<file path="src/hdl/psot_pkg.sv">
// Shared types and constants for the point-on-segment test pipeline.
`default_nettype none
package psot_pkg;
	localparam int TOL_W = 48;
	localparam int VERDICT_W = 3;

	typedef enum logic [VERDICT_W-1:0] {
		VERDICT_OUTSIDE    = 3'd0,
		VERDICT_INTERIOR   = 3'd1,
		VERDICT_HIT_A      = 3'd2,
		VERDICT_HIT_B      = 3'd3,
		VERDICT_DEGENERATE = 3'd4
	} verdict_t;

	// Per-item control that travels alongside the divider lanes.
	typedef struct packed {
		verdict_t   pre;
		logic       decided;
		logic [2:0] use_plane;
		logic       inside_len;
	} side_t;
endpackage
`default_nettype wire

</file>
<file path="src/hdl/psot_select.sv">
// Back end: merge equal distances, sum the two largest and decide the verdict.
`default_nettype none
module psot_select #(
	parameter int QW = 66,
	parameter int FW = 16,
	parameter int IW = 20
) (
	input  wire logic                          clk,
	input  wire logic                          arst_n,
	input  wire logic                          adv,
	input  wire logic                          in_valid,
	input  wire logic [2:0][QW-1:0]            in_quot,
	input  wire psot_pkg::side_t               in_side,
	input  wire logic [IW-1:0]                 in_hit,
	input  wire logic [psot_pkg::TOL_W-1:0]    tolerance,
	output logic                               out_valid,
	output psot_pkg::verdict_t                 out_verdict,
	output logic [IW-1:0]                      out_hit
);
	localparam int SW  = QW + 1;
	localparam int TW  = psot_pkg::TOL_W + FW;
	localparam int CMW = (SW > TW) ? SW : TW;

	logic                v_s1, v_s2, v_s3;
	logic [2:0][QW-1:0]  z_s1;
	psot_pkg::side_t     side_s1, side_s2;
	logic [IW-1:0]       hit_s1, hit_s2;
	logic                le01_s2, le02_s2, le12_s2;
	logic [SW-1:0]       s01_s2, s02_s2, s12_s2;
	psot_pkg::verdict_t  verdict_s3;
	logic [IW-1:0]       hit_s3;

	logic [2:0]          keep;
	logic [SW-1:0]       top2;
	logic [TW-1:0]       thr;
	psot_pkg::verdict_t  verdict_next;

	always_ff @(posedge clk or negedge arst_n) begin
		if (!arst_n) begin
			v_s1 <= 1'b0;
			v_s2 <= 1'b0;
			v_s3 <= 1'b0;
		end else if (adv) begin
			v_s1 <= in_valid;
			v_s2 <= v_s1;
			v_s3 <= v_s2;
		end
	end

	// A plane whose value repeats an earlier plane's value is dropped; unused values read zero,
	// so the sum of the two largest also covers one or two remaining values.
	always_comb begin
		keep[0] = in_side.use_plane[0];
		keep[1] = in_side.use_plane[1]
			&& !(in_side.use_plane[0] && in_quot[1] == in_quot[0]);
		keep[2] = in_side.use_plane[2]
			&& !(in_side.use_plane[0] && in_quot[2] == in_quot[0])
			&& !(in_side.use_plane[1] && in_quot[2] == in_quot[1]);
	end

	always_comb begin
		if (le01_s2 && le02_s2) begin
			top2 = s12_s2;
		end else if (le12_s2) begin
			top2 = s02_s2;
		end else begin
			top2 = s01_s2;
		end
		thr = TW'(tolerance) << FW;
		if (side_s2.decided) begin
			verdict_next = side_s2.pre;
		end else if (side_s2.use_plane == 3'b000) begin
			verdict_next = psot_pkg::VERDICT_OUTSIDE;
		end else if (CMW'(top2) > CMW'(thr)) begin
			verdict_next = psot_pkg::VERDICT_OUTSIDE;
		end else if (side_s2.inside_len) begin
			verdict_next = psot_pkg::VERDICT_INTERIOR;
		end else begin
			verdict_next = psot_pkg::VERDICT_OUTSIDE;
		end
	end

	always_ff @(posedge clk) begin
		if (adv) begin
			for (int k = 0; k < 3; k++) begin
				z_s1[k] <= keep[k] ? in_quot[k] : '0;
			end
			side_s1 <= in_side;
			hit_s1  <= in_hit;

			le01_s2 <= z_s1[0] <= z_s1[1];
			le02_s2 <= z_s1[0] <= z_s1[2];
			le12_s2 <= z_s1[1] <= z_s1[2];
			s01_s2  <= SW'(z_s1[0]) + SW'(z_s1[1]);
			s02_s2  <= SW'(z_s1[0]) + SW'(z_s1[2]);
			s12_s2  <= SW'(z_s1[1]) + SW'(z_s1[2]);
			side_s2 <= side_s1;
			hit_s2  <= hit_s1;

			verdict_s3 <= verdict_next;
			hit_s3     <= hit_s2;
		end
	end

	assign out_valid   = v_s3;
	assign out_verdict = verdict_s3;
	assign out_hit     = hit_s3;
endmodule
`default_nettype wire

</file>
<file path="config.mk">
export PLATFORM = sky130hd
export DESIGN_NAME = psot_select
export DESIGN_NICKNAME = d
export VERILOG_FILES = /design/src/hdl/psot_pkg.sv /design/src/hdl/psot_select.sv
export SDC_FILE = /design/constraint.sdc
export NUM_CORES = 1
export LEC_CHECK = 0
export BUFFER_PORTS_ARGS = -buffer_cell sky130_fd_sc_hd__buf_2
export CAP_MARGIN = 25
export CORE_MARGIN = 2
export CORE_UTILIZATION = 40
export DETAILED_ROUTE_END_ITERATION = 16
export HOLD_SLACK_MARGIN = 0.12
export SYNTH_ARGS = -nofsm -noshare
export SYNTH_HDL_FRONTEND = slang
export SYNTH_SLANG_ARGS = --single-unit
</file>
<file path="constraint.sdc">
create_clock -name clk -period 11.4 [get_ports clk]
set_input_delay 0 -clock clk [delete_from_list [all_inputs] [get_ports clk]]
set_output_delay 0 -clock clk [all_outputs]
set_load 0.02 [all_outputs]
</file>
==> impl_metrics.py <==
metrics = {
    "synthesis": {
        "yosysSeqAreaShare_pct": 38.5,
        "synth-seq-cells": 484,
        "synth.area.top_cells": "edfxtp_1 (38%), ha_1 (15%), xnor2_1 (6.1%)",
        "synth_edf_count": 481,
        "synth.top_cell.area_share_pct": 38.3,
        "synthArstFlopShare_pct": 0.620,
        "syn_nets": 4640,
        "synth_area_um2": 37700,
        "syn_avg_cell_area_um2": 9.62,
        "ys.flop_type": "edfxtp_1",
        "synth_cell_types": 96,
        "synth_top_cell_by_area": "edfxtp_1",
        "syn_inst": 3915,
        "yosys_warnings": 0,
    },
    "timing": {
        "skew_ns": 0.0443,
        "fmax_ghz": 0.205,
        "fin_tns_setup_ns": 0,
        "tightest_slew_ns": 1.24,
        "drv_slew": 0,
        "min_period_ns": 4.89,
        "relSlewSlack_pct": 16.7,
        "finalHoldViolCount": 0,
        "fin_crit_sh_pct": 42.9,
        "rsz0062_at_grt": "no",
        "setup_viol": 0,
    },
    "power_and_ir_drop": {
        "sw_frac_of_total_pct": 36.7,
        "power_density_nw_per_um2": 143,
        "seq_power_share_pct": 38.0,
        "ir_worst_vdd_uv": 101,
        "p_comb_share_pct": 34.7,
        "clockPowerShare_pct": 27.3,
        "power.internal_mw": 4.05,
        "switchingPower_mw": 2.35,
        "cellLeakagePower_nw": 18.3,
    },
    "detailed_routing": {
        "vias_per_cell": 5.87,
        "drtAntennaViolNets": 0,
        "via_count": 33500,
        "wire_per_inst_um": 27.5,
        "route.detailed.drc": 0,
        "first_pass_iters": 6,
        "drt_iter0_markers": 4419,
        "wl_um": 157000,
    },
    "worst_setup_path": {
        "path_cells": "ha_1, inv_1, a21oi_1, o31ai_1, o21bai_1, a2111oi_2, o21ai_1, o21ai_1, a31oi_1, xnor2_1",
        "worstPathBufferInverterCount": 1,
        "worst_r2r_path_depth": 10,
        "crit_type": "register to register",
        "crit_slowest_cell": "o21ai_1",
        "cp-start-kind": "register",
        "critPathRequiredTime_ns": 11.77,
        "endpoint_kind": "register",
        "cp_max_fo": 6,
        "worstPathArrival_ns": 5.25,
        "cp_num_cells": 10,
        "regToRegSetupSlack_ns": 6.51,
        "crit_family": "compound AO/OA/AOI/OAI gates",
        "slowest_delay_ns": 0.71,
        "crit_top_cell": "o21ai_1",
    },
    "worst_hold_path": {
        "hp-class": "primary input to register",
        "min_path_cells": 2,
    },
    "die": {
        "dieArea_um2": 96700,
        "fp.coreArea_um2": 93300,
        "core.rowCount": 112,
        "die_y_um": 311,
        "initial_utilization_pct": 40.4,
        "ios": 302,
        "die_w_um": 311,
    },
    "clock_tree": {
        "clock-sinks": 484,
        "clk_pin_slew_ns": 0.06,
        "clk_path_buf_depth": 3,
        "cts_tree": "built",
        "h-tree-depth": 2,
        "clockRootBuffer": "clkbuf_16",
        "clock_latency_ns": 0.66,
        "cts_resized": 0,
        "cts_buffers": 55,
    },
    "finish": {
        "utilization_pct": 47.9,
        "final_cell_area_um2": 44700,
        "nNetsFinal": 5131,
        "final_cell_mix": "edfxtp_1 (481), ha_1 (444), inv_1 (400)",
        "drive_gt1_share_pct": 10.1,
        "area_growth_syn_to_layout_pct": 18.6,
        "layout_commonest_cell": "edfxtp_1",
    },
    "placement": {
        "io_buffers": 301,
        "hpwl_um": 127000,
        "placed_cell_area_um2": 40400,
        "place.gp.congestion": 1.05,
    },
    "global_route": {
        "grt-ovfl-total": 0,
        "grt_pass1_vias": 31900,
        "grt.total_usage_pct": 31.4,
        "grt_first_pass_wirelength_um": 221000,
        "antenna_found_initial": 13,
        "grt_max_degree": 168,
    },
    "status": {
        "status": "completed",
    },
    "run": {
        "maxCapViolations": 0,
    },
}
## final cells by class
cell class / instances / area [µm²]
Multi-Input combinational cell: 2887 / 21100
Fill cell: 8839 / 48600
Clock buffer: 67 / 1440
Clock inverter: 30 / 268
Antenna cell: 4 / 10.0
Sequential cell: 484 / 14500
Timing Repair Buffer: 576 / 4260
Tap cell: 1254 / 1570
Inverter: 402 / 1510
## cells in the mapped netlist, drive strengths merged, types with 9 or more instances
master,instances
and3,9
a31oi,26
mux2i,48
nand2,146
and2,194
nor3,83
a311oi,9
clkbuf,116
nor2b,59
nand3,43
xnor2,261
o311ai,12
or2,10
o221ai,14
o211ai,23
xor2,82
a211oi,22
or3,17
buf,26
ha,444
o22ai,19
o31ai,64
nor2,286
nor4,101
inv,401
o21ai,164
a21oi,302
o21bai,87
a21o,61
or4,11
a2111oi,13
edfxtp,481
nand2b,26
nand4,113
a221oi,22
## worst register-to-register path, delay by kind of cell, from the launching register on
| kind | cells | cell delay (ns) |
|---|---|---|
| AO/OA/AOI/OAI | 7 | 3.02 |
| flip-flops | 1 | 0.51 |
| XOR/XNOR | 1 | 0.50 |
| adder cells (fa/ha/maj) | 1 | 0.43 |
| buffers and inverters | 1 | 0.13 |
## state kept, by name (all words and copies together) (netlist names)
name	count
z_s1	198
s01_s2	67
s02_s2	67
s12_s2	67
hit_s1	20
hit_s2	20
out_hit	20
side_s1	8
side_s2	8
out_verdict	3
le01_s2	1
le02_s2	1
le12_s2	1
out_valid	1
v_s1	1
v_s2	1
## cells by family after synthesis
logic type	count (synthesis)	synth area share, %
simple gates	1121	15.6
compound gates	925	16.1
buf+inv	544	5.51
flops	484	38.5
fa+ha+maj	447	14.9
xor+xnor	343	7.97
mux	51	1.36
## power groups by stage
stage          combinational (mW)  clock [mW]  sequential [mW]
2_1_floorplan                1.30           0             2.39
3_3_place_gp                 2.09           0             2.45
3_5_place_dp                 2.08           0             2.46
4_1_cts                      2.16        1.78             2.42
5_1_grt                      2.37        1.84             2.45
6_report                     2.22        1.75             2.43
## stage by stage
| stage | total power [mW] | hold slack [ns] | worst slack, ns | cells |
|---|---|---|---|---|
| global route | 6.66 | 0.146 | 6.37 | 5700 |
| detailed placement | 4.54 | -0.201 | 6.76 | 5345 |
| floorplan | 3.69 | -0.296 | 7.77 | 3915 |
| finish | 6.39 | 0.166 | 6.51 | 5704 |
| global placement | 4.54 | -0.203 | 6.37 | 5342 |
| CTS | 6.35 | 0.134 | 6.69 | 5700 |
## path summary, 6_finish.rpt
check,from,to
worst max register to register,z_s1[7],s01_s2[56]
worst min register to register,hit_s2[6],out_hit[6]
max in group asynchronous,arst_n,v_s1
worst min-delay path,in_side[1],side_s1[1]
min in group asynchronous,arst_n,out_valid
worst max-delay path,z_s1[7],s01_s2[56]
## routing by layer
layer | GRT usage [%] | share of wire (%) | vias up
met2 | 44.5 | 40 | 2030
met1 | 44.3 | 43 | 16000
met4 | 15.3 | 5.6 | 10
met3 | 7.94 | 11 | 351
li1 | - | - | 15100
met5 | 0 | 0.044 | -
## what timing repair did
action / 4_1_cts / 5_1_grt
hold buffers: 258 / 0
setup buffers: 0 / 0
endpoints found under the hold margin: 313 / 0
Power figures use the tool's default switching activity.
